==> src/hw/rtl/shkt_pkg.sv <==
`timescale 1ns / 1ps
`default_nettype none

package shkt_pkg;

    localparam int KEY_BITS_MAX  = 64;
    localparam int VALUE_BITS_MAX = 64;
    localparam int SLOT_BITS_MAX = 16;
    localparam int COUNT_BITS    = 9;
    localparam int CFG_BITS      = 9;

    localparam logic [31:0] HASH_SEED  = 32'd5381;
    localparam int          HASH_SHIFT = 5;

    // remainder bits retired per cycle in the modulo unit
    localparam int MOD_RADIX_BITS = 4;
    localparam int MOD_STEPS      = 32 / MOD_RADIX_BITS;
    localparam int STEP_BITS      = $clog2(MOD_STEPS);

    localparam int QUEUE_DEPTH = 2;
    localparam int QPTR_BITS   = $clog2(QUEUE_DEPTH);

    typedef enum logic [1:0] {
        OP_INSERT,
        OP_GET,
        OP_DELETE,
        OP_CLEAR
    } opcode_t;

    typedef enum logic [0:0] {
        ST_DONE,
        ST_FULL
    } status_t;

    typedef struct packed {
        logic [1:0]  opcode;
        logic [63:0] key_bytes;
        logic [3:0]  key_length;
        logic [31:0] value_in;
    } req_t;

    typedef struct packed {
        logic                  found;
        logic [31:0]           value_out;
        logic                  status;
        logic [COUNT_BITS-1:0] entry_count;
    } rsp_t;

    // command handed from the hashing side to the table side
    typedef struct packed {
        opcode_t                  op;
        logic [KEY_BITS_MAX-1:0]  key;
        logic [3:0]               len;
        logic [VALUE_BITS_MAX-1:0] value;
        logic [SLOT_BITS_MAX-1:0] start;
    } cmd_t;

    typedef enum logic [1:0] {
        F_IDLE,
        F_HASH,
        F_MOD,
        F_PUSH
    } front_state_t;

    typedef enum logic [2:0] {
        B_INIT,
        B_IDLE,
        B_ISSUE,
        B_CHECK,
        B_CLEAR,
        B_DONE
    } back_state_t;

endpackage

`default_nettype wire

==> src/hw/rtl/shkt_queue.sv <==
`timescale 1ns / 1ps
`default_nettype none

module shkt_queue (
    input  logic           clk,
    input  logic           rst_n,
    input  logic           push_valid,
    output logic           push_ready,
    input  shkt_pkg::cmd_t push_cmd,
    output logic           pop_valid,
    input  logic           pop_ready,
    output shkt_pkg::cmd_t pop_cmd
);
    import shkt_pkg::*;

    cmd_t entry_reg [QUEUE_DEPTH];
    logic [QPTR_BITS-1:0] wr_reg, wr_next;
    logic [QPTR_BITS-1:0] rd_reg, rd_next;
    logic [QPTR_BITS:0]   fill_reg, fill_next;
    logic do_push, do_pop;

    assign push_ready = (fill_reg != (QPTR_BITS+1)'(QUEUE_DEPTH));
    assign pop_valid  = (fill_reg != '0);
    assign pop_cmd    = entry_reg[rd_reg];
    assign do_push    = push_valid && push_ready;
    assign do_pop     = pop_valid && pop_ready;

    always_comb
    begin
        wr_next   = do_push ? wr_reg + QPTR_BITS'(1) : wr_reg;
        rd_next   = do_pop ? rd_reg + QPTR_BITS'(1) : rd_reg;
        fill_next = fill_reg + (QPTR_BITS+1)'(do_push) - (QPTR_BITS+1)'(do_pop);
    end

    always_ff @(posedge clk or negedge rst_n)
    begin
        if (!rst_n)
        begin
            wr_reg   <= '0;
            rd_reg   <= '0;
            fill_reg <= '0;
        end
        else
        begin
            wr_reg   <= wr_next;
            rd_reg   <= rd_next;
            fill_reg <= fill_next;
        end
    end

    always_ff @(posedge clk)
    begin
        if (do_push)
        begin
            entry_reg[wr_reg] <= push_cmd;
        end
    end

endmodule

`default_nettype wire

==> config.mk <==
export PLATFORM = sky130hd
export DESIGN_NAME = shkt_queue
export DESIGN_NICKNAME = d
export VERILOG_FILES = /design/src/hw/rtl/shkt_pkg.sv /design/src/hw/rtl/shkt_queue.sv
export SDC_FILE = /design/constraint.sdc
export NUM_CORES = 1
export LEC_CHECK = 0
export ABC_CLOCK_PERIOD_IN_PS = 10500
export BUFFER_PORTS_ARGS = -buffer_cell sky130_fd_sc_hd__buf_2
export CORE_MARGIN = 5
export CORE_UTILIZATION = 35
export CTS_CLUSTER_DIAMETER = 100
export CTS_CLUSTER_SIZE = 10
export DETAILED_ROUTE_END_ITERATION = 8
export MAX_ROUTING_LAYER = met4
export RECOVER_POWER = 100
export REMOVE_ABC_BUFFERS = 1
export SYNTH_ARGS = -nofsm -noshare
export SYNTH_HDL_FRONTEND = slang
export SYNTH_SLANG_ARGS = --single-unit
==> constraint.sdc <==
create_clock -name clk -period 10.5 [get_ports clk]
set_input_delay 1.575 -clock clk [delete_from_list [all_inputs] [get_ports clk]]
set_output_delay 1.575 -clock clk [all_outputs]
set_load 0.02 [all_outputs]
==> results_dict.tcl, run 1 <==
set metrics [dict create \
    top_usage_layer "met2" \
    final_cells 1272 \
    synth-async-reset-ratio_pct 1.32 \
    yosysSeqAreaShare_pct 79.8 \
    status "finished with violations" \
    synth_ff_type "edfxtp_1" \
    cts_tree "yes" \
    clk_transition_reported_paths_ps 50 \
    pre_cts_ws_ps 5650 \
    synth_area_per_cell_um2 23.3 \
    floorplan.die_area_um2 36300 \
    postRouteWirelength_um 23600 \
    fin_area_um2 13800 \
    syn-instance-count 489 \
    period_share_pct 59.8 \
    crit_path_top_delay_cell "clkbuf_1" \
    setup_violations 0 \
    grt_first_pass_wirelength_um 34900 \
    min_path_type "register to register" \
    ir_drop_uv 179 \
    ioPinCount 306 \
    hold_end "wr_reg" \
    grt_use_met2_pct 21.4 \
    via_per_inst 4.40 \
    wl_per_cell_um 18.5 \
    critical_path_depth 3 \
    max-clock-path-buffers 3 \
    die_width_um 191 \
    hold_start "wr_reg" \
    dpl.hpwl_um 15500 \
    multi_input_area_um2 1820 \
    drive_gt1_share_pct 33.6 \
    place_inst 1225 \
    crit_fanout 58 \
    path_buf_inv 2 \
    areaGrowthSynthToFinish_pct 21.3 \
    synth_edf_count 300 \
    rsz0062_at_grt "false" \
    timing.final.max_slew_violations 305 \
    cts_num_sinks 304 \
    finalPower_w 0.00405 \
    worst_slack_ps 4230 \
    path_cells "clkbuf_1, mux2_2, clkbuf_1" \
    min_path_cells 1 \
    synth_seq_cells 304 \
    clock_latency_ps 490 \
    setup-tns-final_ps 0 \
    overflow 0 \
    max_freq_mhz 159 \
    cts-root-buf "clkbuf_16" \
    gp_congestion 0.691 \
    start_util_pct 35.2 \
    cts_buffers 36 \
    route.vias.total 5599 \
    drtIter0Drc 177 \
    cts_hold_buf 0 \
    use_met1_pct 14.6 \
    arrival_ps 4700 \
    synth.most_common_cell "edfxtp_1" \
    cts_resized 0 \
    period_minus_slack_ps 6270 \
    p_per_area_nw_per_um2 293 \
    reg2reg_depth 3 \
    nets 976 \
    critical-path-top-delay-family "buffers and inverters" \
    p_leak_nw 4.82 \
    worstPathRequired_ps 8930 \
    cp-start-kind "register" \
    cts.htree.levels 2 \
    drtAntennaViolNets 0 \
    drt_pass1_iterations 4 \
    post_cts_buffers 0 \
    skew_ps 10.9 \
    critPathMaxStageDelay_ps 2520 \
    crit_top_cell "clkbuf_1" \
    synth_area_leaders "edfxtp_1 79%, mux2_4 12%, mux2_2 5.9%, buf_6 1.1%, dfrtp_1 0.88%" \
    tightestPinTransition_ps 3530 \
    grt.met3_usage_pct 4.72 \
    reg2reg_from "fill_reg[0]" \
    placed_cell_area_um2 13400 \
    cap_violations 6 \
    violations "max-capacitance violations, max-slew violations" \
    ys_warn_count 0 \
    regArea_um2 9110 \
    grt_usage_pct 12.7 \
    antenna_found_initial 3 \
    synth.cell_area_um2 11400 \
    rr_endpoint "entry_reg[1][49]" \
    fp.dieH_um 191 \
    drc_errors 0 \
    relSlewSlack_pct -135 \
    grt_pass1_vias 6139 \
    grt_max_degree 70 \
    largest_reg_flops 300 \
    crit_path_end_kind "output port" \
    nFillCells 3018 \
    io_buffers 305 \
    rows 66 \
    core_um2 32400 \
    worstSetupPathType "register to output port" \
    synthDistinctLibCells 19 \
    ys_top_cells_by_count "300 x edfxtp_1, 90 x mux2_4, 60 x mux2_2, 11 x buf_6, 6 x buf_2" \
    ff2ff_setup_slack_ps 5090 \
    hold_violations 0 \
    synth_top_area_share_pct 79.0 \
    yosysTopAreaCell "edfxtp_1" \
]
-- kinds of logic (layout without fill, tap and decap cells) --
group	after synthesis	after routing	share of synthesized area, %
xor gates and xnor gates	3	3	0.230
adders and majority gates	1	1	0.110
AOI/OAI and AO/OA	4	4	0.274
buffers and inverters	17	355	1.35
DFF	304	304	79.8
muxes	150	150	17.8
other	0	3	0
and+or+nand+nor	10	10	0.428
-- stage by stage --
step	hold WS, ps	util, %
2_1_floorplan	460	-
3_3_place_gp	543	41.4
3_5_place_dp	549	41.4
4_1_cts	560	44.3
5_1_grt	509	42.8
6_report	498	42.8
-- how the worst max path moves through the flow --
stage / slack, ps / to / startpoint
2_1_floorplan: 1960 / entry_reg[0][0] / push_valid
3_3_place_gp: 5690 / entry_reg[0][9] / push_valid
3_5_place_dp: 5650 / entry_reg[0][9] / push_valid
4_1_cts: 5810 / pop_cmd[132] / rd_reg
5_1_grt: 3640 / pop_cmd[138] / rd_reg
6_report: 4230 / pop_cmd[25] / rd_reg
-- power breakdown --
part / switching [W] / internal (W) / leakage, nW
Sequential: 0.0000858 / 0.00168 / 2.84
Clock: 0.000423 / 0.000627 / 0.467
Combinational: 0.000813 / 0.000428 / 1.51
-- layout make-up --
type                    count  area share, %
clock inverters             1         0.0633
clock buffers              43           6.85
diodes                      3         0.0542
multi-input cells         168           13.1
flip-flops and latches    304           65.8
well taps                 442           4.00
repair buffers            311           10.1
-- routing by layer --
metal	wire length, µm	up-vias
met5	0	-
met1	9350	2762
li1	-	2607
met3	2010	34
met2	11800	196
met4	435	0
-- cells in the final DEF (no fill, tap or decap), types with 2 or more instances in the layout --
| master | instances |
|---|---|
| mux2_2 | 57 |
| buf_4 | 2 |
| diode_2 | 3 |
| mux2_1 | 91 |
| nand2_1 | 2 |
| buf_2 | 176 |
| clkbuf_16 | 37 |
| edfxtp_1 | 300 |
| mux2_4 | 2 |
| clkbuf_1 | 139 |
| xnor2_1 | 3 |
| nor2_1 | 3 |
| dfrtp_1 | 3 |
-- worst reg2reg max path, cell delays in order (launching register included) --
cell and delay [ps]:
dfrtp_1 430, nand2b_1 200, and3_1 1730, clkbuf_1 2490
(Power assumes the default switching activity.)
==> inputs of run 2 (changes only) <==
- ABC_AREA: not set -> 1
- ABC_CLOCK_PERIOD_IN_PS: 10500 -> 5900
- clock period: 10.5 -> 5.9 ns (I/O delays scaled with it)
==> results_dict.tcl, run 2 <==
set metrics [dict create \
    status "finished with violations" \
    violations "max-capacitance violations, max-slew violations" \
    crit_fanout 81 \
    reg2reg_depth 4 \
    place_inst 1495 \
    synth-async-reset-ratio_pct 1.32 \
    final_cells 1549 \
    die_width_um 189 \
    via_per_inst 4.49 \
    io_buffers 305 \
    synth_area_per_cell_um2 13.7 \
    rr_endpoint "entry_reg[1][60]" \
    drtIter0Drc 315 \
    synth_edf_count 300 \
    ff2ff_setup_slack_ps 1780 \
    ir_drop_uv 339 \
    wl_met3_um 1980 \
    nFillCells 3020 \
    cts_buffers 36 \
    wl_met1_um 10500 \
    ioPinCount 306 \
    crit_path_top_delay_cell "clkbuf_2" \
    setup_violations 0 \
    period_share_pct 78.1 \
    relSlewSlack_pct -63.7 \
    synth.cell_area_um2 11200 \
    syn-instance-count 815 \
    dpl.hpwl_um 16000 \
    grt_max_degree 82 \
    timing.final.max_slew_violations 265 \
    yosysTopAreaCell "edfxtp_1" \
    core_um2 31600 \
    ys_warn_count 0 \
    cts-root-buf "clkbuf_16" \
    cts.htree.levels 2 \
    yosysSeqAreaShare_pct 81.6 \
    crit_end "pop_cmd[134]" \
    p_per_area_nw_per_um2 547 \
    worstSetupPathType "register to output port" \
    route.vias.total 6951 \
    start_util_pct 35.4 \
    critPathMaxStageDelay_ps 1400 \
    tightestPinTransition_ps 2450 \
    cts_resized 0 \
    grt_usage_pct 14.1 \
    critical-path-top-delay-family "buffers and inverters" \
    crit_top_cell "nand2_1" \
    synth_top_area_share_pct 80.7 \
    areaGrowthSynthToFinish_pct 23.0 \
    grt_pass1_vias 6965 \
    drive_gt1_share_pct 11.0 \
    synthDistinctLibCells 15 \
    rows 65 \
    fp.dieH_um 189 \
    critical_path_depth 4 \
    synth_seq_cells 304 \
    mostFrequentLayoutCells "459 x nand2_1, 300 x edfxtp_1, 237 x clkbuf_1, 80 x buf_2, 37 x clkbuf_16" \
    skew_ps 17.2 \
    drt_pass1_iterations 4 \
    worstPathRequired_ps 5020 \
    path_buf_inv 2 \
    largest_reg_flops 300 \
    gp_congestion 0.760 \
    grt_first_pass_wirelength_um 38500 \
    synth.most_common_cell "nand2_1" \
    path_cells "clkbuf_2, nand2_1, nand2_1, clkbuf_1" \
    ys_top_cells_by_count "459 x nand2_1, 300 x edfxtp_1, 17 x buf_2, 10 x buf_6, 7 x inv_1" \
    p_leak_nw 5.34 \
    postRouteWirelength_um 25400 \
    cts_num_sinks 304 \
    floorplan.die_area_um2 35600 \
    wl_met2_um 12300 \
    crit_path_start "rd_reg" \
    overflow 0 \
    rsz0062_at_grt "false" \
    cap_violations 5 \
    nets 1286 \
    wl_per_cell_um 16.4 \
    cts_hold_buf 0 \
    clk_transition_reported_paths_ps 50 \
    max_freq_mhz 217 \
    reg2reg_from "fill_reg[1]" \
    max-clock-path-buffers 3 \
    mostFrequentLayoutCell "nand2_1" \
    min_path_type "input port to async pin" \
    crit_path_end_kind "output port" \
    antenna_found_initial 4 \
    period_minus_slack_ps 4610 \
    top_layer_used "met4" \
    drc_errors 0 \
    synth_ff_type "edfxtp_1" \
    finalPower_w 0.00751 \
    hold_violations 0 \
    cp-start-kind "register" \
    synth_area_leaders "edfxtp_1 81%, nand2_1 15%, buf_6 1.0%, dfrtp_1 0.90%, buf_2 0.76%" \
    drtAntennaViolNets 0 \
    cts_tree "yes" \
    arrival_ps 3720 \
    clock_latency_ps 490 \
    post_cts_buffers 0 \
]
==> run 2: cell count changes in the layout (fill, tap and decap cells not counted), moves of 3 or more <==
| cell | before | now |
|---|---|---|
| mux2_1 | 91 | 0 |
| buf_2 | 176 | 80 |
| inv_1 | 0 | 7 |
| clkbuf_2 | 0 | 4 |
| nand2_1 | 2 | 459 |
| clkbuf_1 | 139 | 237 |
| xnor2_1 | 3 | 0 |
| mux2_2 | 57 | 0 |
==> run 2: cells by family after synthesis <==
| group | share of synthesized area (%) |
|---|---|
| compound gates | 0.0896 |
| xor+xnor | 0.0785 |
| fa+ha+maj | 0.112 |
| buf+inv | 2.40 |
| flops | 81.6 |
| simple gates | 15.7 |
==> run 2: layout make-up <==
class	count	area [µm²]	share of cell area, %
repair buffers	311	1310	9.51
inverters	8	32.5	0.237
clock buffers	49	971	7.07
diodes	4	10.0	0.0729
well taps	402	503	3.66
multi-input cells	470	1780	13.0
clock inverters	1	8.76	0.0638
flip-flops and latches	304	9110	66.4
==> run 2: per-stage QoR <==
| stage | TNS, ps | cell area [µm²] | setup slack [ps] | hold WS [ps] | utilization, % |
|---|---|---|---|---|---|
| floorplan | -600370 | 10900 | -2010 | 485 | - |
| global placement | 0 | 13000 | 2490 | 532 | 41.3 |
| detailed placement | 0 | 13000 | 2450 | 542 | 41.3 |
| CTS | 0 | 14000 | 1920 | 165 | 44.4 |
| global route | 0 | 13700 | 1060 | 219 | 43.5 |
| finish | 0 | 13700 | 1290 | 227 | 43.5 |
==> run 2: layer usage <==
layer / vias up / track usage [%]
li1: 3372 / -
met1: 3297 / 17.6
met2: 234 / 22.6
met3: 48 / 4.13
met4: 0 / 4.01
met5: - / -
==> run 2: worst min path at each step <==
stage / start / end / slack [ps] / cells past startpoint
4_1_cts: rst_n / wr_reg / 160 / 1
2_1_floorplan: wr_reg / wr_reg / 480 / 2
3_5_place_dp: fill_reg[0] / fill_reg[0] / 540 / 1
3_3_place_gp: fill_reg[0] / fill_reg[0] / 530 / 1
6_report: rst_n / wr_reg / 230 / 1
5_1_grt: rst_n / wr_reg / 220 / 1
==> run 2: worst reg2reg max path, stage by stage (launching register included) <==
cell and delay, ps:
dfrtp_1 420, nand2_1 150, nand2_1 120, nor2_1 1810, clkbuf_2 1210
==> run 2: report_power, final <==
part / total, W / switching (W) / internal, W / leakage (nW)
Combinational: 0.00246 / 0.00191 / 0.000549 / 2.03
Sequential: 0.00315 / 0.000184 / 0.00297 / 2.83
Clock: 0.00189 / 0.000764 / 0.00113 / 0.474
==> inputs of run 3 (changes only) <==
- ABC_AREA: 1 -> 0
- ABC_CLOCK_PERIOD_IN_PS: 5900 -> 4390
- clock period: 5.9 -> 4.39 ns (I/O delays scaled with it)
==> results_dict.tcl, run 3 (synthesized netlist as in run 1, its figures left out) <==
set metrics [dict create \
    nFillCells 2993 \
    p_int_w 0.00658 \
    clk_transition_reported_paths_ps 50 \
    skew_ps 9.64 \
    cts_tree "yes" \
    setup_violations 0 \
    via_per_inst 4.41 \
    grt_pass1_vias 5901 \
    finalPower_w 0.00977 \
    violations "max-capacitance violations, max-slew violations" \
    crit_fanout 39 \
    drive_gt1_share_pct 32.8 \
    comb_power_share_pct 31.7 \
    hold_violations 0 \
    cts_buffers 36 \
    rows 66 \
    max-clock-path-buffers 3 \
    cts.htree.levels 2 \
    cap_violations 3 \
    timing.final.max_slew_violations 191 \
    gp_congestion 0.723 \
    antenna_found_initial 5 \
    min_path_type "input port to register" \
    cts_num_sinks 304 \
    tightestPinTransition_ps 2350 \
    clock_latency_ps 490 \
    placed_cell_area_um2 13500 \
    worstSetupPathType "register to register" \
    wl_per_cell_um 18.4 \
    crit_path_top_delay_cell "and3_1" \
    cts-root-buf "clkbuf_16" \
    grt_max_degree 83 \
    cp-start-kind "register" \
    io_buffers 305 \
    drc_errors 0 \
    arrival_ps 3400 \
    grt_first_pass_wirelength_um 34100 \
    clkPwrFrac_pct 25.7 \
    status "finished with violations" \
    drtIter0Drc 238 \
    core_um2 32400 \
    fin_area_um2 14000 \
    p_per_area_nw_per_um2 699 \
    max_freq_mhz 305 \
    critPathMaxStageDelay_ps 1510 \
    crit_path_end_kind "register" \
    route.vias.total 5631 \
    post_cts_buffers 0 \
    period_minus_slack_ps 3280 \
    nets 979 \
    sw_frac_of_total_pct 32.6 \
    drtAntennaViolNets 0 \
    floorplan.die_area_um2 36300 \
    period_share_pct 74.7 \
    ioPinCount 306 \
    p_leak_nw 4.85 \
    drt_pass1_iterations 4 \
    mostFrequentLayoutCells "300 x edfxtp_1, 174 x clkbuf_1, 137 x buf_2, 65 x mux2_1, 59 x mux2_2" \
    relSlewSlack_pct -56.8 \
    fp.dieH_um 191 \
    die_width_um 191 \
    mostFrequentLayoutCell "edfxtp_1" \
    ir_drop_uv 345 \
    dpl.hpwl_um 15600 \
    start_util_pct 35.2 \
    areaGrowthSynthToFinish_pct 22.4 \
    largest_reg_flops 300 \
    power_switching_w 0.00318 \
    postRouteWirelength_um 23500 \
    grt_usage_pct 12.6 \
    path_cells "nand2b_1, and3_1, clkbuf_2" \
    overflow 0 \
    p_seq_share_pct 42.6 \
    worstPathRequired_ps 4510 \
    rsz0062_at_grt "false" \
]
[run 3: final timing paths]
path	startpoint	endpoint	slack, ps	cells after the start
min in group asynchronous	rst_n	fill_reg[0]	580	2
min reg2reg	wr_reg	wr_reg	560	1
max	fill_reg[0]	entry_reg[1][84]	1110	3
max reg2reg	fill_reg[0]	entry_reg[1][84]	1110	3
min	push_cmd[32]	entry_reg[0][32]	350	1
max in group asynchronous	rst_n	rd_reg	3570	2
[run 3: power by group through the flow]
| stage | sequential (W) | clock, W | combinational [W] |
|---|---|---|---|
| 2_1_floorplan | 0.00452 | 0 | 0.00248 |
| 3_3_place_gp | 0.00419 | 0 | 0.00358 |
| 3_5_place_dp | 0.00420 | 0 | 0.00358 |
| 4_1_cts | 0.00415 | 0.00262 | 0.00359 |
| 5_1_grt | 0.00421 | 0.00274 | 0.00333 |
| 6_report | 0.00416 | 0.00251 | 0.00310 |
[run 3: layer usage]
layer,vias to the layer above,GRT usage (%),share of wire [%]
met2,222,19.7,47
met1,2735,15.3,41
met4,0,4.31,2.8
met5,-,-,0
met3,58,4.38,8.7
li1,2616,-,-
[run 3: area by class of cell]
cell class	count	area, µm²	share of cell area, %
antenna	5	12.5	0.0896
clock buffer	43	948	6.79
clock inverter	1	8.76	0.0627
multi-input combinational	168	1910	13.7
sequential	304	9110	65.3
tap	442	553	3.96
timing repair buffer	314	1410	10.1
[run 3: critical path, delay by kind of cell, from the launching register on]
kind                   cells  cell delay [ps]
and+or+nand+nor            2             1690
buffers and inverters      1              740
DFF                        1              430
[run 3: timing repair]
item / 4_1_cts / 5_1_grt
hold endpoints to repair: 4 / 0
resized for setup: 0 / 0
hold buffers: 1 / 0
setup endpoints to repair: 0 / 0
[run 3: stage by stage]
stage          cells  TNS [ps]  utilization, %  hold slack [ps]  setup WS [ps]
3_5_place_dp    1227         0            41.6              478           2070
5_1_grt         1277         0            43.1              319            759
6_report        1277         0            43.1              351           1110
4_1_cts         1272         0            44.6              313           1530
3_3_place_gp    1227         0            41.6              483           2110
2_1_floorplan    472   -766130               -              363          -3300
