<file path="config.mk">
export PLATFORM = sky130hd
export DESIGN_NAME = shkt_front_flat
export DESIGN_NICKNAME = d
export VERILOG_FILES = /design/src/hw/rtl/shkt_pkg.sv /design/src/hw/rtl/shkt_req_if.sv /design/src/hw/rtl/shkt_front.sv /design/src/flat_wrapper.sv
export SDC_FILE = /design/constraint.sdc
export NUM_CORES = 1
export LEC_CHECK = 0
export ABC_AREA = 1
export BUFFER_PORTS_ARGS = -buffer_cell sky130_fd_sc_hd__clkbuf_2
export CORE_MARGIN = 2
export CORE_UTILIZATION = 40
export DETAILED_ROUTE_END_ITERATION = 16
export GPL_TIMING_DRIVEN = 0
export SLEW_MARGIN = 20
export SYNTH_ARGS = -nofsm -noshare
export SYNTH_HDL_FRONTEND = slang
export SYNTH_SLANG_ARGS = --single-unit
</file>
<file path="constraint.sdc">
create_clock -name clk -period 6.2 [get_ports clk]
set_input_delay 0.62 -clock clk [delete_from_list [all_inputs] [get_ports clk]]
set_output_delay 0.62 -clock clk [all_outputs]
set_load 0.01 [all_outputs]
</file>
<file path="src/hw/rtl/shkt_pkg.sv">
`timescale 1ns / 1ps
`default_nettype none

package shkt_pkg;

    localparam int KEY_BITS_MAX  = 64;
    localparam int VALUE_BITS_MAX = 64;
    localparam int SLOT_BITS_MAX = 16;
    localparam int COUNT_BITS    = 9;
    localparam int CFG_BITS      = 9;

    localparam logic [31:0] HASH_SEED  = 32'd5381;
    localparam int          HASH_SHIFT = 5;

    // remainder bits retired per cycle in the modulo unit
    localparam int MOD_RADIX_BITS = 4;
    localparam int MOD_STEPS      = 32 / MOD_RADIX_BITS;
    localparam int STEP_BITS      = $clog2(MOD_STEPS);

    localparam int QUEUE_DEPTH = 2;
    localparam int QPTR_BITS   = $clog2(QUEUE_DEPTH);

    typedef enum logic [1:0] {
        OP_INSERT,
        OP_GET,
        OP_DELETE,
        OP_CLEAR
    } opcode_t;

    typedef enum logic [0:0] {
        ST_DONE,
        ST_FULL
    } status_t;

    typedef struct packed {
        logic [1:0]  opcode;
        logic [63:0] key_bytes;
        logic [3:0]  key_length;
        logic [31:0] value_in;
    } req_t;

    typedef struct packed {
        logic                  found;
        logic [31:0]           value_out;
        logic                  status;
        logic [COUNT_BITS-1:0] entry_count;
    } rsp_t;

    // command handed from the hashing side to the table side
    typedef struct packed {
        opcode_t                  op;
        logic [KEY_BITS_MAX-1:0]  key;
        logic [3:0]               len;
        logic [VALUE_BITS_MAX-1:0] value;
        logic [SLOT_BITS_MAX-1:0] start;
    } cmd_t;

    typedef enum logic [1:0] {
        F_IDLE,
        F_HASH,
        F_MOD,
        F_PUSH
    } front_state_t;

    typedef enum logic [2:0] {
        B_INIT,
        B_IDLE,
        B_ISSUE,
        B_CHECK,
        B_CLEAR,
        B_DONE
    } back_state_t;

endpackage

`default_nettype wire

</file>
<file path="src/hw/rtl/shkt_req_if.sv">
`timescale 1ns / 1ps
`default_nettype none

interface shkt_req_if;
    import shkt_pkg::*;

    logic valid;
    logic ready;
    req_t data;

    modport source (output valid, output data, input ready);
    modport sink (input valid, input data, output ready);
endinterface

`default_nettype wire

</file>
<file path="src/hw/rtl/shkt_front.sv">
`timescale 1ns / 1ps
`default_nettype none

module shkt_front #(
    parameter int KEY_CHARS = 8,
    parameter int SIZE_BITS = 9
) (
    input  logic              clk,
    input  logic              rst_n,
    input  logic              init_done,
    input  logic [SIZE_BITS-1:0] size,
    shkt_req_if.sink          req,
    output logic              push_valid,
    input  logic              push_ready,
    output shkt_pkg::cmd_t    push_cmd
);
    import shkt_pkg::*;

    front_state_t st_reg, st_next;
    opcode_t      op_reg, op_next;
    logic [63:0]  key_reg, key_next;
    logic [3:0]   len_reg, len_next;
    logic [63:0]  val_reg, val_next;
    logic [31:0]  hash_reg, hash_next;
    logic [63:0]  shift_reg, shift_next;
    logic [3:0]   cnt_reg, cnt_next;
    logic [31:0]  div_reg, div_next;
    logic [SIZE_BITS-1:0] rem_reg, rem_next;
    logic [STEP_BITS-1:0] step_reg, step_next;

    logic        accept;
    logic [3:0]  lim;
    logic [63:0] canon_key;
    logic [3:0]  canon_len;
    logic        alive;
    logic [SIZE_BITS:0]   r_wide;
    logic [SIZE_BITS-1:0] r_cur;
    logic [31:0] d_cur;
    logic [31:0] start_ext;

    assign accept = req.valid && req.ready;

    // key ends at the first zero byte within the requested length
    always_comb
    begin
        lim = (req.data.key_length > 4'(KEY_CHARS)) ? 4'(KEY_CHARS) : req.data.key_length;
        canon_key = '0;
        canon_len = '0;
        alive = 1'b1;
        for (int b = 0; b < 8; b++)
        begin
            alive = alive && (4'(b) < lim) && (req.data.key_bytes[8*b +: 8] != 8'd0);
            if (alive)
            begin
                canon_key[8*b +: 8] = req.data.key_bytes[8*b +: 8];
                canon_len = canon_len + 4'd1;
            end
        end
    end

    always_comb
    begin
        st_next = st_reg;
        case (st_reg)
            F_IDLE:
            begin
                if (accept)
                begin
                    st_next = (req.data.opcode == OP_CLEAR) ? F_PUSH : F_HASH;
                end
            end
            F_HASH:
            begin
                if (cnt_reg == len_reg)
                begin
                    st_next = F_MOD;
                end
            end
            F_MOD:
            begin
                if (step_reg == STEP_BITS'(MOD_STEPS - 1))
                begin
                    st_next = F_PUSH;
                end
            end
            F_PUSH:
            begin
                if (push_ready)
                begin
                    st_next = F_IDLE;
                end
            end
            default: st_next = F_IDLE;
        endcase
    end

    always_comb
    begin
        req.ready  = (st_reg == F_IDLE) && init_done;
        push_valid = (st_reg == F_PUSH);
        start_ext  = '0;
        start_ext[SIZE_BITS-1:0] = rem_reg;
        push_cmd.op    = op_reg;
        push_cmd.key   = key_reg;
        push_cmd.len   = len_reg;
        push_cmd.value = val_reg;
        push_cmd.start = start_ext[SLOT_BITS_MAX-1:0];
    end

    always_comb
    begin
        op_next    = op_reg;
        key_next   = key_reg;
        len_next   = len_reg;
        val_next   = val_reg;
        hash_next  = hash_reg;
        shift_next = shift_reg;
        cnt_next   = cnt_reg;
        div_next   = div_reg;
        rem_next   = rem_reg;
        step_next  = step_reg;
        r_wide     = '0;
        r_cur      = rem_reg;
        d_cur      = div_reg;
        case (st_reg)
            F_IDLE:
            begin
                if (accept)
                begin
                    op_next    = opcode_t'(req.data.opcode);
                    key_next   = canon_key;
                    len_next   = canon_len;
                    val_next   = {32'd0, req.data.value_in};
                    hash_next  = HASH_SEED;
                    shift_next = canon_key;
                    cnt_next   = '0;
                    rem_next   = '0;
                end
            end
            F_HASH:
            begin
                if (cnt_reg != len_reg)
                begin
                    hash_next  = (hash_reg << HASH_SHIFT) + hash_reg + {24'd0, shift_reg[7:0]};
                    shift_next = shift_reg >> 8;
                    cnt_next   = cnt_reg + 4'd1;
                end
                else
                begin
                    div_next  = hash_reg;
                    rem_next  = '0;
                    step_next = '0;
                end
            end
            F_MOD:
            begin
                // restoring remainder, msb first
                for (int k = 0; k < MOD_RADIX_BITS; k++)
                begin
                    r_wide = {r_cur, d_cur[31]};
                    d_cur  = d_cur << 1;
                    if (r_wide >= {1'b0, size})
                    begin
                        r_wide = r_wide - {1'b0, size};
                    end
                    r_cur = r_wide[SIZE_BITS-1:0];
                end
                rem_next  = r_cur;
                div_next  = d_cur;
                step_next = step_reg + STEP_BITS'(1);
            end
            default:
            begin
            end
        endcase
    end

    always_ff @(posedge clk or negedge rst_n)
    begin
        if (!rst_n)
        begin
            st_reg <= F_IDLE;
        end
        else
        begin
            st_reg <= st_next;
        end
    end

    always_ff @(posedge clk)
    begin
        op_reg    <= op_next;
        key_reg   <= key_next;
        len_reg   <= len_next;
        val_reg   <= val_next;
        hash_reg  <= hash_next;
        shift_reg <= shift_next;
        cnt_reg   <= cnt_next;
        div_reg   <= div_next;
        rem_reg   <= rem_next;
        step_reg  <= step_next;
    end

endmodule

`default_nettype wire

</file>
<file path="src/flat_wrapper.sv">
// flat-port wrapper written by rule: the top's interface ports become plain ports
module shkt_front_flat import shkt_pkg::*;
#(
    parameter int KEY_CHARS = 8,
    parameter int SIZE_BITS = 9
)
  (clk, rst_n, init_done, size, push_valid, push_ready, push_cmd, req_valid, req_data, req_ready);
  shkt_req_if req_i ();
  input  logic clk;
  input  logic rst_n;
  input  logic init_done;
  input  logic [SIZE_BITS-1:0] size;
  output logic push_valid;
  input  logic push_ready;
  output shkt_pkg::cmd_t push_cmd;
  input wire logic [$bits(req_i.valid)-1:0] req_valid;
  input wire logic [$bits(req_i.data)-1:0] req_data;
  output wire logic [$bits(req_i.ready)-1:0] req_ready;
  assign req_i.valid = req_valid;
  assign req_i.data = req_data;
  assign req_ready = req_i.ready;
  shkt_front #(.KEY_CHARS(KEY_CHARS), .SIZE_BITS(SIZE_BITS)) u_core (.clk(clk), .rst_n(rst_n), .init_done(init_done), .size(size), .req(req_i), .push_valid(push_valid), .push_ready(push_ready), .push_cmd(push_cmd));
endmodule
</file>
==> results.toml, run 1 <==
[detailed_routing]
drc = 0
vias = 12050
antenna_left = 0
avgRoutedWirePerCell_um = 16.08
avgViaCountPerCell = 4.907
totalWireLength_um = 39500
first_iter_violations = 805
drtPass1Iterations = 5

[timing]
tightest_slew_ps = 966.1
rsz0062_at_grt = "true"
worst_slew_margin_rel_pct = 35.59
fin_ws_ps = -350.0
max_freq_mhz = 152.7
setup_violations = 9
period_share_pct = 105.6
maxSlewViolCount = 0
fin_skew_ps = 38.61
fin_crit_ps = 6550
finalHoldViolCount = 0

[min_path]
holdPathEnd = "u_core.val_reg[21]$_DFFE_PP_"
hold_class = "in -> reg"
min-delay-start = "req_data[21]"
hold_depth = 1

[yosys]
yosys.area.top_type_share_pct = 50.45
syn-mean-instance-area_um2 = 9.135
yosysUniqueCellTypes = 56
synth_top_flop_cell = "edfxtp_1"
synth-edff-count = 246
ys_warn_count = 0
ys_seq_area_share_pct = 50.79
syn_area_mm2 = 0.01464
syn_inst = 1603
synth-seq-cells = 248
synthArstFlopShare_pct = 0.8065
yosys.area.top_type = "edfxtp_1"
synthTopCellsByArea = "edfxtp_1, nand2_1, ha_1"

[clock_network]
clk_pin_slew_ps = 60
cts_tree = "yes"
clk_path_buf_depth = 3
root_buffer = "clkbuf_16"
htreeDepth = 1
clk_latency_ps = 570
numCtsBuffers = 28
cts_sinks = 248

[setup_path]
setup.worst_path.class = "reg -> reg"
r2r_cells = 47
arrival_ps = 6880
path_max_fanout = 6
cp-end-kind = "flip-flop"
worst-r2r-setup-slack_ps = -350
cp_num_buf_inv = 11
crit_slowest_cell = "edfxtp_1"
critPathTopFamily = "compound AO/OA/AOI/OAI gates"
rr_endpoint = "u_core.rem_reg[5]$_SDFFCE_PN0P_"
reg2reg_from = "u_core.div_reg[31]$_DFFE_PP_"
cp_slowest_stage_delay_ps = 370
crit_top_cell = "nand2_4"
cp-start-kind = "flip-flop"
required_ps = 6530

[global_routing]
grt_usage_pct = 20.40
grt_pass1_vias = 12030
grt_max_degree = 63
antenna_found_initial = 4
grt_pass1_wl_um = 62130
grt_overflow = 0

[cells_and_area]
final_common_cell = "nand2_1"
nNetsFinal = 2198
drive_gt1_share_pct = 26.28
area_growth_syn_to_layout_pct = 28.11
fill_cells = 3325
mostFrequentLayoutCells = "nand2_1, edfxtp_1, clkbuf_2"
layout.cells.non_filler = 2456

[floorplanning]
die_w_um = 195.3
die_h_um = 195.3
pin_count = 268
dieArea_mm2 = 0.03815
rows = 70
start_util_pct = 40.29
core_mm2 = 0.03635

[placed_design]
dp.cells = 2340
finalWeightedCongestion = 0.8987
portBuffers = 228
pre_cts_ws_ps = -1411
place_hpwl_um = 29070

[outcome]
status = "finished, violations left"
violations = "negative setup slack"

[run]
cap_viol_max_count = 0
-- stage by stage --
step	instance area [um2]	setup TNS [ps]	hold slack (ps)	utilization, %
after floorplan	14880	-1651	324.4	-
after global placement	16600	-12080	406.3	45.68
after detailed placement	16710	-12300	408.3	45.96
after CTS	18410	-845.9	196.1	50.66
after global routing	18760	-5396	192.7	51.60
final	18760	-2977	221.6	51.61
-- per-layer routing --
metal / up-vias / global-route usage (%) / wire, um
met3: 64 / 3.817 / 2251
li1: 5997 / - / -
met5: - / 0 / 0
met1: 5663 / 25.79 / 16920
met4: 0 / 5.315 / 806
met2: 328 / 35.90 / 19520
-- Yosys cell counts (3+ instances only) --
library cell,number
a21boi_0,3
a21oi_1,80
a21oi_2,4
a221oi_1,3
a31oi_1,10
buf_4,40
buf_6,4
clkbuf_1,24
edfxtp_1,246
fa_1,8
ha_1,108
inv_1,199
inv_2,6
nand2_1,450
nand2_2,7
nand3_1,36
nand3_2,5
nand4_1,23
nor2_1,162
nor3_1,13
nor4_1,8
o21a_1,13
o21ai_0,56
o21ai_1,12
o21bai_1,3
o31ai_1,4
or2_2,4
xnor2_1,14
xor2_1,22
-- worst max-delay path by stage --
stage | from | end | slack [ps] | depth (start not counted)
after floorplan | size[1] | u_core.rem_reg[0]$_SDFFCE_PN0P_ | -230 | 45
after global placement | size[1] | u_core.rem_reg[0]$_SDFFCE_PN0P_ | -1380 | 46
after detailed placement | size[1] | u_core.rem_reg[5]$_SDFFCE_PN0P_ | -1410 | 46
after CTS | u_core.div_reg[31]$_DFFE_PP_ | u_core.rem_reg[2]$_SDFFCE_PN0P_ | -120 | 47
after global routing | u_core.div_reg[31]$_DFFE_PP_ | u_core.rem_reg[0]$_SDFFCE_PN0P_ | -610 | 46
final | u_core.div_reg[31]$_DFFE_PP_ | u_core.rem_reg[5]$_SDFFCE_PN0P_ | -350 | 47
-- layout make-up --
class | instances | area (um2) | area share, %
inverter | 207 | 803.3 | 4.282
timing repair buffer | 295 | 1773 | 9.451
clock buffer | 38 | 738.2 | 3.935
sequential | 248 | 7437 | 39.65
multi-input combinational | 1115 | 6849 | 36.51
clock inverter | 12 | 108.9 | 0.5803
buffer | 71 | 459.2 | 2.448
antenna | 2 | 5.005 | 0.02668
tap | 468 | 585.6 | 3.121
-- repair_timing --
action | CTS | global route
resized for setup | 85 | 54
endpoints found under the setup margin | 9 | 9
pin swaps | 49 | 29
cloned | 4 | 0
hold buffers | 1 | 0
buffers inserted | 48 | 11
endpoints found under the hold margin | 2 | 0
-- kinds of logic after synthesis --
group,synth area share [%]
compound gates,7.964
xor+xnor,2.153
fa+ha+maj,10.32
buf+inv,8.365
flops,50.79
other cells,0.02561
simple gates,20.38
Power of run 1 is left out: the tool's default activity adds up to more than one toggle a clock period on the data nets, which glitch-free logic cannot reach.
==> inputs of run 2 (changes only) <==
CORE_UTILIZATION = 51   (was 40)
PLACE_DENSITY = 0.77   (was not set)
==> run 2 against run 1 <==
The flow still finishes with violations (negative setup slack). Via count is 4.2% higher. Non-clock buffer count rose by 5. Worst hold slack improved by 38 ps. Utilization rose by 14 points. Critical endpoint is now u_core.rem_reg[4]$_SDFFCE_PN0P_.
==> results.toml, run 2 (synthesized netlist as in run 1, its figures left out) <==
[run]
cap_viol_max_count = 0

[setup_path]
required_ps = 6470
cp_num_buf_inv = 14
cp_slowest_stage_delay_ps = 430
crit_top_cell = "nand2_2"
reg2reg_from = "u_core.div_reg[31]$_DFFE_PP_"
r2r_cells = 48
arrival_ps = 7190
cp-end-kind = "flip-flop"
path_max_fanout = 8
setup.worst_path.class = "reg -> reg"
critPathTopFamily = "simple AND/OR/NAND/NOR gates"
crit_slowest_cell = "edfxtp_1"
rr_endpoint = "u_core.rem_reg[4]$_SDFFCE_PN0P_"
worst-r2r-setup-slack_ps = -720
cp-start-kind = "flip-flop"

[global_routing]
grt_max_degree = 83
grt_usage_pct = 24.61
antenna_found_initial = 0
grt_pass1_wl_um = 60150
grt_overflow = 0
grt_pass1_vias = 12190

[outcome]
status = "finished, violations left"
violations = "negative setup slack"

[cells_and_area]
n_antenna_cell = 0
utilization_pct = 65.69
area_growth_syn_to_layout_pct = 27.72
nNetsFinal = 2202
layout.cells.non_filler = 2375
final_common_cell = "nand2_1"
mostFrequentLayoutCells = "nand2_1, edfxtp_1, clkbuf_2"
drive_gt1_share_pct = 26.62

[timing]
tightest_slew_ps = 969.9
rsz0062_at_grt = "true"
period_share_pct = 111.6
fin_skew_ps = 12.10
setup_violations = 9
fin_ws_ps = -718.9
max_freq_mhz = 144.5
finalHoldViolCount = 0
worst_slew_margin_rel_pct = 35.34
maxSlewViolCount = 0
tns_ps = -5673
fin_crit_ps = 6919

[clock_network]
cts_sinks = 248
cts_tree = "yes"
numCtsBuffers = 27
clk_pin_slew_ps = 70
root_buffer = "clkbuf_16"
htreeDepth = 1
clk_path_buf_depth = 3
clk_latency_ps = 540

[detailed_routing]
avgViaCountPerCell = 5.288
antenna_left = 0
totalWireLength_um = 39290
first_iter_violations = 986
drc = 0
drtPass1Iterations = 6
avgRoutedWirePerCell_um = 16.54
vias = 12560

[floorplanning]
die_h_um = 173.4
die_w_um = 173.4
rows = 62
core_mm2 = 0.02847
pin_count = 268
dieArea_mm2 = 0.03008
start_util_pct = 51.43

[placed_design]
pre_cts_ws_ps = -1374
finalWeightedCongestion = 0.9205
place_hpwl_um = 27230
dp.cells = 2256
portBuffers = 228

[min_path]
min-delay-start = "req_data[25]"
hold_class = "in -> reg"
holdPathEnd = "u_core.val_reg[25]$_DFFE_PP_"
hold_depth = 1
==> run 2: timing repair <==
action | CTS | global route
cloned | 3 | 0
endpoints found under the setup margin | 9 | 9
hold endpoints to repair | 2 | 0
setup buffers | 53 | 12
pin swaps | 49 | 32
gates resized for setup | 86 | 49
hold buffers | 1 | 0
==> run 2: per-layer routing <==
layer	vias up	routed length [um]	share of wire (%)	track usage, %
met5	-	0	0	0
li1	6017	-	-	-
met1	5864	15470	39	30.99
met2	568	19330	49	43.03
met3	109	2978	7.6	3.575
met4	0	1514	3.9	9.357
==> run 2: worst max-delay path by stage <==
stage	endpoint	slack, ps	depth (start not counted)	startpoint
after floorplan	u_core.rem_reg[0]$_SDFFCE_PN0P_	-230	45	size[1]
after global placement	u_core.rem_reg[0]$_SDFFCE_PN0P_	-1270	46	size[1]
after detailed placement	u_core.rem_reg[0]$_SDFFCE_PN0P_	-1370	46	size[1]
after CTS	u_core.rem_reg[8]$_SDFFCE_PN0P_	-170	45	u_core.div_reg[31]$_DFFE_PP_
after global routing	u_core.rem_reg[4]$_SDFFCE_PN0P_	-880	48	u_core.div_reg[31]$_DFFE_PP_
final	u_core.rem_reg[4]$_SDFFCE_PN0P_	-720	48	u_core.div_reg[31]$_DFFE_PP_
==> run 2: metrics by stage <==
stage,instance area (um2),hold WS (ps)
2_1_floorplan,14880,324.4
3_3_place_gp,16500,406.1
3_5_place_dp,16600,410.1
4_1_cts,18400,247.2
5_1_grt,18700,249.2
6_report,18700,259.3
==> run 2: area by class of cell <==
type / instances / area (um2)
flip-flops and latches: 248 / 7437
repair buffers: 300 / 1795
plain buffers: 71 / 460.4
multi-input cells: 1115 / 6797
clock buffers: 34 / 701.9
clock inverters: 16 / 217.7
well taps: 384 / 480.5
inverters: 207 / 812.0
fillers: 2146 / 9768
==> run 2: worst register-to-register path, delay by kind of cell (launching register included) <==
family	cells	cell delay [ps]
buffers and inverters	14	1520
and+or+nand+nor	19	1790
DFF	1	430
adders and majority gates	5	1230
AOI/OAI and AO/OA	10	1700
Power of run 2 is left out for the same reason.
==> inputs of run 3 (changes only) <==
PLACE_DENSITY = not set   (was 0.77)
PLACE_DENSITY_LB_ADDON = 0.05   (was not set)
==> run 3 against run 2 <==
The flow still finishes with violations (negative setup slack). Via count shrank 2.6%. Sequential share of layout area grew 0.24 points. Final cell count about the same. Die area is the same. Maximum frequency rose by 3.0%. Clock skew fell by 1.8 ps. First-iteration DRC count decreased by 19%. Worst setup slack improved by 200 ps. Sequential cell count did not move. Global-route usage up 1.1 points. Critical endpoint is now u_core.rem_reg[3]$_SDFFCE_PN0P_.
==> results.toml, run 3 (synthesized netlist as in run 1, its figures left out) <==
[detailed_routing]
drtPass1Iterations = 7
vias = 12230
avgViaCountPerCell = 5.152
antenna_left = 0
first_iter_violations = 802
totalWireLength_um = 38950
drc = 0
avgRoutedWirePerCell_um = 16.41

[global_routing]
antenna_found_initial = 1
grt_overflow = 0
grt_pass1_wl_um = 61330
grt_usage_pct = 25.67
grt_pass1_vias = 12210
grt_max_degree = 79

[setup_path]
crit_slowest_cell = "edfxtp_1"
cp_slowest_stage_delay_ps = 400
setup.worst_path.class = "reg -> reg"
crit_top_cell = "nand2_2"
required_ps = 6590
arrival_ps = 7110
rr_endpoint = "u_core.rem_reg[3]$_SDFFCE_PN0P_"
cp-start-kind = "flip-flop"
worst-r2r-setup-slack_ps = -520
reg2reg_from = "u_core.div_reg[31]$_DFFE_PP_"
setup.worst_path.start = "u_core.div_reg[31]$_DFFE_PP_"
cp-end-kind = "flip-flop"
r2r_cells = 48
path_max_fanout = 6

[cells_and_area]
layout.cells.non_filler = 2374
ff_latch_area_mm2 = 0.007437
nNetsFinal = 2200
multi_input_area_mm2 = 0.006790
final_common_cell = "nand2_1"
drive_gt1_share_pct = 26.80
mostFrequentLayoutCells = "nand2_1, edfxtp_1, clkbuf_2"
fill_cells = 2327
area_growth_syn_to_layout_pct = 26.97

[timing]
rsz0062_at_grt = "true"
max_freq_mhz = 148.9
setup_violations = 9
worst_slew_margin_rel_pct = 22.66
tns_ps = -4414
hold_ws_ps = 249.4
tightest_slew_ps = 1150
maxSlewViolCount = 0
fin_ws_ps = -517.1
fin_skew_ps = 10.35
fin_crit_ps = 6717
period_share_pct = 108.3
finalHoldViolCount = 0

[placed_design]
dp.cells = 2256
finalWeightedCongestion = 0.9178
place_hpwl_um = 27970
portBuffers = 228
pre_cts_ws_ps = -1402

[clock_network]
clk_path_buf_depth = 3
numCtsBuffers = 27
htreeDepth = 1
cts_tree = "yes"
clk_pin_slew_ps = 70
cts_sinks = 248
clk_latency_ps = 540
root_buffer = "clkbuf_16"

[floorplanning]
start_util_pct = 51.43
die_h_um = 173.4
dieArea_mm2 = 0.03008
core_mm2 = 0.02847
die_w_um = 173.4
rows = 62
pin_count = 268

[min_path]
hold_class = "in -> reg"
holdPathEnd = "u_core.val_reg[0]$_DFFE_PP_"
hold_depth = 1
min-delay-start = "req_data[0]"

[outcome]
status = "finished, violations left"
violations = "negative setup slack"

[run]
cap_viol_max_count = 0
==> run 3: how the worst max path moves through the flow <==
stage,endpoint,cells past startpoint
2_1_floorplan,u_core.rem_reg[0]$_SDFFCE_PN0P_,45
4_1_cts,u_core.rem_reg[5]$_SDFFCE_PN0P_,45
3_5_place_dp,u_core.rem_reg[0]$_SDFFCE_PN0P_,42
6_report,u_core.rem_reg[3]$_SDFFCE_PN0P_,48
5_1_grt,u_core.rem_reg[3]$_SDFFCE_PN0P_,47
3_3_place_gp,u_core.rem_reg[0]$_SDFFCE_PN0P_,42
==> run 3: layout make-up <==
type | count | area share (%)
flip-flops and latches | 248 | 40.00
well taps | 384 | 2.584
clock buffers | 33 | 3.755
repair buffers | 298 | 9.530
inverters | 207 | 4.334
multi-input cells | 1115 | 36.52
diodes | 1 | 0.01346
clock inverters | 17 | 0.7874
plain buffers | 71 | 2.470
==> run 3: routing by layer <==
layer	GRT usage, %	routed length [um]
met1	31.76	15830
met2	45.47	19320
met3	3.794	2431
met4	9.816	1368
met5	0	0
==> run 3: critical path, delay by kind of cell, from the launching register on <==
family	cells	cell delay, ps
compound gates	11	1890
fa+ha+maj	5	1240
buf+inv	12	1230
flops	1	400
simple gates	20	1800
==> run 3: per-stage QoR <==
| stage | area, um2 | util, % |
|---|---|---|
| 2_1_floorplan | 14880 | - |
| 3_3_place_gp | 16500 | 57.95 |
| 3_5_place_dp | 16600 | 58.31 |
| 4_1_cts | 18410 | 64.67 |
| 5_1_grt | 18590 | 65.30 |
| 6_report | 18590 | 65.30 |
==> run 3: what timing repair did <==
| action | in CTS | in global routing |
|---|---|---|
| gates resized for setup | 112 | 29 |
| endpoints found under the setup margin | 9 | 9 |
| hold endpoints to repair | 2 | 0 |
| pin swaps | 58 | 26 |
| hold buffers | 1 | 0 |
| cloned | 4 | 0 |
| buffers inserted | 52 | 10 |
Power of run 3 is left out for the same reason.
